**config.mk**
```make
export PLATFORM = sky130hd
export DESIGN_NAME = traffic_rate_activity_monitor_unit
export DESIGN_NICKNAME = d
export VERILOG_FILES = /design/src/rtl/tramon_pkg.sv /design/src/rtl/traffic_rate_activity_monitor_unit.sv /design/src/rtl/tramon_in_reg.sv /design/src/rtl/tramon_core.sv /design/src/rtl/tramon_out_reg.sv
export SDC_FILE = /design/constraint.sdc
export NUM_CORES = 1
export LEC_CHECK = 0
export BUFFER_PORTS_ARGS = -buffer_cell sky130_fd_sc_hd__buf_2
export CORE_UTILIZATION = 45
export CTS_CLUSTER_DIAMETER = 80
export DETAILED_ROUTE_END_ITERATION = 6
export GPL_TIMING_DRIVEN = 0
export PLACE_DENSITY = 0.7
export SYNTH_ARGS = -nofsm -noshare
export SYNTH_HDL_FRONTEND = slang
export SYNTH_SLANG_ARGS = --single-unit
```
**constraint.sdc**
```tcl
create_clock -name clk -period 14.7 [get_ports clk]
set_input_delay 1.47 -clock clk [delete_from_list [all_inputs] [get_ports clk]]
set_output_delay 1.47 -clock clk [all_outputs]
set_load 0.03 [all_outputs]
```
**src/rtl/tramon_pkg.sv**
```systemverilog
// Package with the shared types and constants of the traffic rate activity monitor.
`timescale 1ns / 1ps
`default_nettype none

package tramon_pkg;

  localparam int unsigned CMD_W     = 3;
  localparam int unsigned BYTES_W   = 31;
  localparam int unsigned TOTAL_W   = 64;
  localparam int unsigned SPEED_W   = 31;
  localparam int unsigned REQ_OUT_W = 8;
  localparam int unsigned BOOST_W   = 5;
  localparam int unsigned PERIOD_W  = 12;
  localparam int unsigned CFG_W     = 12;
  localparam int unsigned CFG_IDX_W = 1;

  localparam logic [PERIOD_W-1:0] BASE_PERIOD_RST = 12'd1000;

  typedef enum logic [CMD_W-1:0] {
    CMD_RECV      = 3'd0,
    CMD_SEND      = 3'd1,
    CMD_REQ_START = 3'd2,
    CMD_REQ_END   = 3'd3,
    CMD_TICK      = 3'd4
  } cmd_t;

  typedef enum logic [CFG_IDX_W-1:0] {
    REG_MONITOR_ENABLED = 1'd0,
    REG_BASE_PERIOD_MS  = 1'd1
  } cfg_reg_t;

  typedef struct packed {
    logic [CMD_W-1:0]   cmd;
    logic [BYTES_W-1:0] byte_count;
    logic               notify_accepted;
  } item_t;

  typedef struct packed {
    logic                 notify;
    logic                 transfer_active;
    logic                 process_active;
    logic [TOTAL_W-1:0]   recv_total;
    logic [TOTAL_W-1:0]   sent_total;
    logic [SPEED_W-1:0]   speed;
    logic [REQ_OUT_W-1:0] requests_in_flight;
  } result_t;

endpackage

`default_nettype wire

```
**src/rtl/traffic_rate_activity_monitor_unit.sv**
```systemverilog
// Top level of the traffic rate activity monitor.
//
//   Channel  Direction  Handshake            Payload
//   in_      input      in_valid/in_ready    cmd, byte_count, notify_accepted
//   out_     output     out_valid/out_ready  notify, flags, totals, speed, requests
//   cfg_     input      cfg_we               cfg_index, cfg_wdata
//
// One transaction per cycle sustained while out_ready stays high; an accepted input
// is captured in the input register, updated by the combinational core and then
// captured in the result register, which drives the output handshake.
// Reset is synchronous and needs no clearing pass; the block accepts input once reset
// is released. A stalled consumer fills the result register and
// then the input register, after which in_ready stays low until out_ready returns.
`timescale 1ns / 1ps
`default_nettype none

module traffic_rate_activity_monitor_unit #(
  parameter int unsigned MAX_REQUESTS = 255,
  parameter int unsigned BOOST_START  = 16
) (
  input  wire logic                                clk,
  input  wire logic                                rst_n,
  input  wire logic                                cfg_we,
  input  wire logic [tramon_pkg::CFG_IDX_W-1:0]    cfg_index,
  input  wire logic [tramon_pkg::CFG_W-1:0]        cfg_wdata,
  input  wire logic                                in_valid,
  output logic                                     in_ready,
  input  wire logic [tramon_pkg::CMD_W-1:0]        in_cmd,
  input  wire logic [tramon_pkg::BYTES_W-1:0]      in_byte_count,
  input  wire logic                                in_notify_accepted,
  output logic                                     out_valid,
  input  wire logic                                out_ready,
  output logic                                     out_notify,
  output logic                                     out_transfer_active,
  output logic                                     out_process_active,
  output logic [tramon_pkg::TOTAL_W-1:0]           out_recv_total,
  output logic [tramon_pkg::TOTAL_W-1:0]           out_sent_total,
  output logic [tramon_pkg::SPEED_W-1:0]           out_speed,
  output logic [tramon_pkg::REQ_OUT_W-1:0]         out_requests_in_flight
);

  tramon_pkg::item_t   in_item;
  tramon_pkg::item_t   item;
  tramon_pkg::result_t res;
  tramon_pkg::result_t out_res;
  logic                item_valid;
  logic                fire;

  assign in_item.cmd             = in_cmd;
  assign in_item.byte_count      = in_byte_count;
  assign in_item.notify_accepted = in_notify_accepted;

  tramon_in_reg u_in_reg (
    .clk        (clk),
    .rst_n      (rst_n),
    .in_valid   (in_valid),
    .in_ready   (in_ready),
    .in_item    (in_item),
    .item_valid (item_valid),
    .item_take  (fire),
    .item       (item)
  );

  tramon_core #(
    .MAX_REQUESTS (MAX_REQUESTS),
    .BOOST_START  (BOOST_START)
  ) u_core (
    .clk       (clk),
    .rst_n     (rst_n),
    .cfg_we    (cfg_we),
    .cfg_index (cfg_index),
    .cfg_wdata (cfg_wdata),
    .fire      (fire),
    .item      (item),
    .result    (res)
  );

  tramon_out_reg u_out_reg (
    .clk       (clk),
    .rst_n     (rst_n),
    .res_valid (item_valid),
    .res_take  (fire),
    .res       (res),
    .out_valid (out_valid),
    .out_ready (out_ready),
    .out_res   (out_res)
  );

  assign out_notify             = out_res.notify;
  assign out_transfer_active    = out_res.transfer_active;
  assign out_process_active     = out_res.process_active;
  assign out_recv_total         = out_res.recv_total;
  assign out_sent_total         = out_res.sent_total;
  assign out_speed              = out_res.speed;
  assign out_requests_in_flight = out_res.requests_in_flight;

endmodule

`default_nettype wire

```
**src/rtl/tramon_in_reg.sv**
```systemverilog
// Input register that holds one accepted transaction until the core takes it.
`timescale 1ns / 1ps
`default_nettype none

module tramon_in_reg (
  input  wire logic            clk,
  input  wire logic            rst_n,
  input  wire logic            in_valid,
  output logic                 in_ready,
  input  wire tramon_pkg::item_t in_item,
  output logic                 item_valid,
  input  wire logic            item_take,
  output tramon_pkg::item_t    item
);

  logic              vld_r;
  logic              vld_nxt;
  tramon_pkg::item_t item_r;

  assign in_ready   = !vld_r || item_take;
  assign item_valid = vld_r;
  assign item       = item_r;

  always_comb begin
    vld_nxt = vld_r;
    if (in_valid && in_ready) begin
      vld_nxt = 1'b1;
    end else if (item_take) begin
      vld_nxt = 1'b0;
    end
  end

  always_ff @(posedge clk) begin
    if (!rst_n) begin
      vld_r <= 1'b0;
    end else begin
      vld_r <= vld_nxt;
    end
  end

  always_ff @(posedge clk) begin
    if (in_valid && in_ready) begin
      item_r <= in_item;
    end
  end

endmodule

`default_nettype wire

```
**src/rtl/tramon_core.sv**
```systemverilog
// Monitor state, configuration registers and the per-transaction update logic.
`timescale 1ns / 1ps
`default_nettype none

module tramon_core #(
  parameter int unsigned MAX_REQUESTS = 255,
  parameter int unsigned BOOST_START  = 16
) (
  input  wire logic                                clk,
  input  wire logic                                rst_n,
  input  wire logic                                cfg_we,
  input  wire logic [tramon_pkg::CFG_IDX_W-1:0]    cfg_index,
  input  wire logic [tramon_pkg::CFG_W-1:0]        cfg_wdata,
  input  wire logic                                fire,
  input  wire tramon_pkg::item_t                   item,
  output tramon_pkg::result_t                      result
);

  localparam int unsigned CNT_W   = $clog2(MAX_REQUESTS + 1);
  localparam int unsigned TOTAL_W = tramon_pkg::TOTAL_W;
  localparam int unsigned SPEED_W = tramon_pkg::SPEED_W;
  localparam int unsigned BOOST_W = tramon_pkg::BOOST_W;
  localparam int unsigned PER_W   = tramon_pkg::PERIOD_W;
  localparam int unsigned REQ_PAD = tramon_pkg::REQ_OUT_W;

  logic               en_r;
  logic [PER_W-1:0]   base_r;

  logic [TOTAL_W-1:0] recv_r, recv_nxt;
  logic [TOTAL_W-1:0] sent_r, sent_nxt;
  // Bytes moved since the last sample, modulo 2^64.
  logic [TOTAL_W-1:0] delta_r, delta_nxt;
  logic [SPEED_W-1:0] speed_r, speed_nxt;
  logic               ft_r, ft_nxt;
  logic               fp_r, fp_nxt;
  logic [CNT_W-1:0]   cnt_r, cnt_nxt;
  logic [BOOST_W-1:0] boost_r, boost_nxt;
  logic               pend_r, pend_nxt;
  logic [PER_W-1:0]   tick_r, tick_nxt;

  logic [1:0]         shift;
  logic [PER_W-1:0]   period_raw;
  logic [PER_W-1:0]   period;
  logic [PER_W-1:0]   tick_inc;
  logic               sat;
  logic [SPEED_W-1:0] speed_calc;
  logic               notify;
  logic               ft_mid;
  logic               pend_mid;
  logic [BOOST_W-1:0] boost_mid;
  logic [CNT_W+REQ_PAD-1:0] cnt_ext;

  assign shift      = boost_r[BOOST_W-1:BOOST_W-2];
  assign period_raw = base_r >> shift;
  assign period     = (period_raw == '0) ? PER_W'(1) : period_raw;
  assign tick_inc   = tick_r + PER_W'(1);
  assign speed_calc = delta_r[SPEED_W-1:0] << shift;

  always_comb begin
    case (shift)
      2'd0:    sat = |delta_r[TOTAL_W-1:SPEED_W];
      2'd1:    sat = |delta_r[TOTAL_W-1:SPEED_W-1];
      2'd2:    sat = |delta_r[TOTAL_W-1:SPEED_W-2];
      2'd3:    sat = |delta_r[TOTAL_W-1:SPEED_W-3];
      default: sat = 1'b1;
    endcase
  end

  always_comb begin
    recv_nxt  = recv_r;
    sent_nxt  = sent_r;
    delta_nxt = delta_r;
    speed_nxt = speed_r;
    ft_nxt    = ft_r;
    fp_nxt    = fp_r;
    cnt_nxt   = cnt_r;
    boost_nxt = boost_r;
    pend_nxt  = pend_r;
    tick_nxt  = tick_r;
    notify    = 1'b0;
    ft_mid    = ft_r;
    pend_mid  = pend_r;
    boost_mid = boost_r;
    case (item.cmd)
      tramon_pkg::CMD_RECV: begin
        recv_nxt  = recv_r + TOTAL_W'(item.byte_count);
        delta_nxt = delta_r + TOTAL_W'(item.byte_count);
        notify    = !ft_r && en_r;
        ft_nxt    = 1'b1;
      end
      tramon_pkg::CMD_SEND: begin
        sent_nxt  = sent_r + TOTAL_W'(item.byte_count);
        delta_nxt = delta_r + TOTAL_W'(item.byte_count);
        notify    = !ft_r && en_r;
        ft_nxt    = 1'b1;
      end
      tramon_pkg::CMD_REQ_START: begin
        if (cnt_r == '0) begin
          notify = !fp_r && en_r;
          fp_nxt = 1'b1;
        end
        if (cnt_r < CNT_W'(MAX_REQUESTS)) begin
          cnt_nxt = cnt_r + CNT_W'(1);
        end
      end
      tramon_pkg::CMD_REQ_END: begin
        if (cnt_r != '0) begin
          cnt_nxt = cnt_r - CNT_W'(1);
        end
      end
      tramon_pkg::CMD_TICK: begin
        tick_nxt = tick_inc;
        if (tick_inc >= period) begin
          tick_nxt  = '0;
          delta_nxt = '0;
          speed_nxt = sat ? {SPEED_W{1'b1}} : speed_calc;
          if (en_r) begin
            // Transfer is dropped first so an idle process can drop in the same sample.
            if (speed_nxt == '0 && ft_r) begin
              ft_mid   = 1'b0;
              pend_mid = 1'b1;
            end
            if (cnt_r == '0 && fp_r && !ft_mid) begin
              fp_nxt   = 1'b0;
              pend_mid = 1'b1;
            end
            if (pend_mid) begin
              notify    = 1'b1;
              boost_mid = BOOST_W'(BOOST_START);
              if (item.notify_accepted) begin
                pend_mid = 1'b0;
              end
            end
          end
          ft_nxt    = ft_mid;
          pend_nxt  = pend_mid;
          boost_nxt = (boost_mid != '0) ? boost_mid - BOOST_W'(1) : boost_mid;
        end
      end
      default: begin
        notify = 1'b0;
      end
    endcase
  end

  assign cnt_ext = {{REQ_PAD{1'b0}}, cnt_nxt};

  always_comb begin
    result.notify             = notify;
    result.transfer_active    = ft_nxt;
    result.process_active     = fp_nxt;
    result.recv_total         = recv_nxt;
    result.sent_total         = sent_nxt;
    result.speed              = speed_nxt;
    result.requests_in_flight = cnt_ext[REQ_PAD-1:0];
  end

  always_ff @(posedge clk) begin
    if (!rst_n) begin
      en_r   <= 1'b0;
      base_r <= tramon_pkg::BASE_PERIOD_RST;
    end else if (cfg_we) begin
      case (cfg_index)
        tramon_pkg::REG_MONITOR_ENABLED: en_r   <= cfg_wdata[0];
        tramon_pkg::REG_BASE_PERIOD_MS:  base_r <= cfg_wdata[PER_W-1:0];
        default: begin
          en_r <= en_r;
        end
      endcase
    end
  end

  always_ff @(posedge clk) begin
    if (!rst_n) begin
      recv_r  <= '0;
      sent_r  <= '0;
      delta_r <= '0;
      speed_r <= '0;
      ft_r    <= 1'b0;
      fp_r    <= 1'b0;
      cnt_r   <= '0;
      boost_r <= '0;
      pend_r  <= 1'b0;
      tick_r  <= '0;
    end else if (fire) begin
      recv_r  <= recv_nxt;
      sent_r  <= sent_nxt;
      delta_r <= delta_nxt;
      speed_r <= speed_nxt;
      ft_r    <= ft_nxt;
      fp_r    <= fp_nxt;
      cnt_r   <= cnt_nxt;
      boost_r <= boost_nxt;
      pend_r  <= pend_nxt;
      tick_r  <= tick_nxt;
    end
  end

`ifndef ASSERT_OFF
  a_cnt_limit: assert property (@(posedge clk) disable iff (!rst_n)
    cnt_r <= CNT_W'(MAX_REQUESTS))
    else $error("request count above its limit");

  a_process_flag: assert property (@(posedge clk) disable iff (!rst_n)
    (cnt_r != '0) |-> fp_r)
    else $error("requests in flight without the process flag");

  a_boost_limit: assert property (@(posedge clk) disable iff (!rst_n)
    boost_r < BOOST_W'(BOOST_START))
    else $error("boost level above its start value after a sample");

  a_notify_enabled: assert property (@(posedge clk) disable iff (!rst_n)
    (fire && result.notify) |-> en_r)
    else $error("notify posted while the monitor is disabled");

  a_delta_cleared: assert property (@(posedge clk) disable iff (!rst_n)
    (fire && item.cmd == tramon_pkg::CMD_TICK && tick_nxt == '0) |=> (delta_r == '0))
    else $error("byte delta not cleared after a sample");
`endif

endmodule

`default_nettype wire

```
**src/rtl/tramon_out_reg.sv**
```systemverilog
// Result register that holds one finished transaction until the consumer takes it.
`timescale 1ns / 1ps
`default_nettype none

module tramon_out_reg (
  input  wire logic                clk,
  input  wire logic                rst_n,
  input  wire logic                res_valid,
  output logic                     res_take,
  input  wire tramon_pkg::result_t res,
  output logic                     out_valid,
  input  wire logic                out_ready,
  output tramon_pkg::result_t      out_res
);

  logic                vld_r;
  logic                vld_nxt;
  tramon_pkg::result_t res_r;

  assign res_take  = res_valid && (!vld_r || out_ready);
  assign out_valid = vld_r;
  assign out_res   = res_r;

  always_comb begin
    vld_nxt = vld_r;
    if (res_take) begin
      vld_nxt = 1'b1;
    end else if (out_ready) begin
      vld_nxt = 1'b0;
    end
  end

  always_ff @(posedge clk) begin
    if (!rst_n) begin
      vld_r <= 1'b0;
    end else begin
      vld_r <= vld_nxt;
    end
  end

  always_ff @(posedge clk) begin
    if (res_take) begin
      res_r <= res;
    end
  end

endmodule

`default_nettype wire
```
==> reports/qor.yml <==
synth:
  synth_nets: 2999
  synth_top_cell_by_area: "edfxtp_1"
  yosys_most_used_dff: "dfxtp_1"
  ys_seq_area_share_pct: 44.13
  synth_most_common_cell: "nand2_1"
  yosysUniqueCellTypes: 87
  synth-seq-cells: 471
  synth_top_area_share_pct: 23.66
  async_flop_share_pct: 0
  syn_inst: 2833
  netlist_area_mm2: 0.02601
  synthTopCellsByCount: "nand2_1, dfxtp_1, nor2_1"
  synth_edf_count: 205
  synth.avg_cell_area_um2: 9.183
  yosysWarningCount: 0
  synth_area_leaders: "edfxtp_1, dfxtp_1, nand2_1, ha_1, a21oi_1"
power:
  power_switching_uw: 791.1
  sw_frac_of_total_pct: 25.84
  p_clk_share_pct: 43.2
  comb_power_share_pct: 9.8
  power.density_mw_per_mm2: 102.4
  power.internal_uw: 2270
  seq_power_share_pct: 47.0
  p_leak_uw: 0.01149
  ir_drop_mv: 0.07430
clocking:
  clock_latency_ns: 0.62
  cts_hold_buffers: 0
  cts_made_buffers: 50
  cts_tree: "yes"
  cts_buffer_depth: 3
  cts.sinks: 471
  postCtsSetupBuffers: 0
  cts_max_level: 2
  clk_pin_slew_ns: 0.06
  ctsResizeCount: 0
  root_buffer: "clkbuf_16"
global_routing:
  grt_pass1_wl_um: 117400
  track_usage_pct: 25.61
  grt_max_degree: 44
  grt_antenna_before_repair: 0
  first_global_vias: 20441
  overflow: 0
setup_path:
  crit_arrival_ns: 6.15
  critPathMaxFanout: 10
  worstSetupPathType: "flip-flop to flip-flop"
  cp-start-kind: "flip-flop"
  cp.required_ns: 15.25
  cp-end-kind: "flip-flop"
timing:
  hold_viol: 0
  fin_crit_ns: 5.601
  maxSlewHeadroom_pct: 16.04
  clock_skew_ns: 0.02514
  finalCritPeriodShare_pct: 38.10
  clock.fmax_mhz: 178.5
  fin_setup_tns_ns: 0
  finalWorstSetupSlack_ns: 9.099
  worst_pin_slew_ns: 1.259
  grt_setup_unrepaired: "no"
  setup_viol: 0
  drv_slew: 0
finish:
  area_growth_pct: 14.94
  drive_above_1_share_pct: 12.20
  nets: 3280
  layout.cells.non_filler: 3912
  fillCellCount: 5272
floorplan:
  fp.dieH_um: 242.4
  core_area_mm2: 0.05671
  pin_count: 225
  die-area_mm2: 0.05878
  die_width_um: 242.4
  start_util_pct: 45.87
  row_count: 87
place:
  dp_cells: 3818
  pre_cts_ws_ns: 9.226
  hpwl_um: 58010
  port-buffer-count: 223
  routabilityCongestion: 0.9599
route:
  routed-via-count: 22475
  drc: 0
  drt-pass1-iter-count: 6
  wl_um: 77280
  viasPerCell: 5.745
  wl_per_cell_um: 19.75
  drt_iter0_markers: 1751
  final_antenna_net_count: 0
run:
  drv_cap: 0
worst_hold_path:
  hold_class: "flip-flop to flip-flop"
run_status:
  status: "finished clean"
-- final cells by class --
cell class	count	area (µm²)	share of cell area, %
Sequential cell	471	11480	38.40
Clock inverter	28	327.8	1.096
Timing Repair Buffer	229	1221	4.084
Multi-Input combinational cell	2135	13650	45.65
Buffer	153	609.3	2.038
Inverter	74	277.8	0.9289
Clock buffer	65	1385	4.632
Antenna cell	1	2.502	0.008369
Tap cell	756	945.9	3.163
-- sequential cells by signal (all words and copies together), names as in the netlist, 5 cells and up --
signal / flops
u_core.base_r: 12
u_core.boost_r: 5
u_core.cnt_r: 8
u_core.delta_r: 64
u_core.recv_r: 64
u_core.sent_r: 64
u_core.speed_r: 31
u_core.tick_r: 12
u_in_reg.item: 35
u_out_reg.out_res: 170
-- placed cells by master (no fill, tap or decap), types with 52 or more instances in the layout --
cell / instances
nand2_1: 388
dfxtp_1: 266
nor2_1: 236
buf_2: 231
a21oi_1: 215
edfxtp_1: 205
clkbuf_1: 131
o21ai_0: 124
nand3_1: 122
xnor2_1: 119
ha_1: 110
xor2_1: 100
inv_1: 73
a21o_1: 59
nand4_1: 56
clkbuf_16: 52
-- stage by stage --
| stage | instance area [µm²] | power (µW) | utilization [%] | hold slack (ns) |
|---|---|---|---|---|
| final | 29900 | 3062 | 52.72 | 0.4557 |
| after detailed placement | 28190 | 1761 | 49.70 | 0.4469 |
| after CTS | 29900 | 3080 | 52.72 | 0.4558 |
| after global routing | 29900 | 3158 | 52.72 | 0.4619 |
| after floorplan | 26020 | 1657 | - | 0.4195 |
| after global placement | 28080 | 1764 | 49.51 | 0.4397 |
-- power by group through the flow --
stage	sequential [µW]	clock (µW)	combinational, µW
2_1_floorplan	1500	0	160
3_3_place_gp	1470	0	291
3_5_place_dp	1460	0	297
4_1_cts	1440	1350	298
5_1_grt	1440	1390	324
6_report	1440	1320	301
-- cell families (layout without fill, tap and decap cells) --
logic type	Yosys count	after routing	share of synthesized area, %
AOI/OAI and AO/OA	645	645	15.56
xor gates and xnor gates	219	219	7.373
adders and majority gates	113	113	5.521
buffers and inverters	227	549	3.405
DFF	471	471	44.13
muxes	89	89	4.728
other	0	1	0
and+or+nand+nor	1069	1069	19.28
-- critical path, stage by stage, from the launching register on --
cell,delay (ns)
dfxtp_1,0.33
buf_6,0.17
buf_6,0.19
buf_1,0.52
clkbuf_1,0.49
mux2i_1,0.29
nand2_1,0.07
o21ai_0,0.15
nand4_1,0.13
o31ai_1,0.26
ha_1,0.26
nand2b_1,0.14
a21o_1,0.18
a21oi_1,0.14
o21ai_1,0.16
a211oi_1,0.37
or3_1,0.17
clkbuf_1,0.27
buf_1,0.59
mux2i_1,0.41
nand2_1,0.10
a21oi_1,0.13
-- per-layer routing --
metal  GRT usage (%)  wire (µm)  vias up
li1                -          -    10824
met1           35.46      34110    10697
met2           40.98      35220      812
met3           3.944       5755      142
met4           7.967       2194        0
met5               0          0        -
-- final timing paths --
path	from	endpoint	slack, ns	depth (start not counted)
max	u_core.boost_r[3]	u_core.speed_r[12]	9.10	21
min reg2reg	u_core.speed_r[27]	u_core.speed_r[27]	0.46	2
min	u_core.speed_r[27]	u_core.speed_r[27]	0.46	2
max reg2reg	u_core.boost_r[3]	u_core.speed_r[12]	9.10	21
Note: power is estimated with default switching activity, not from simulation.
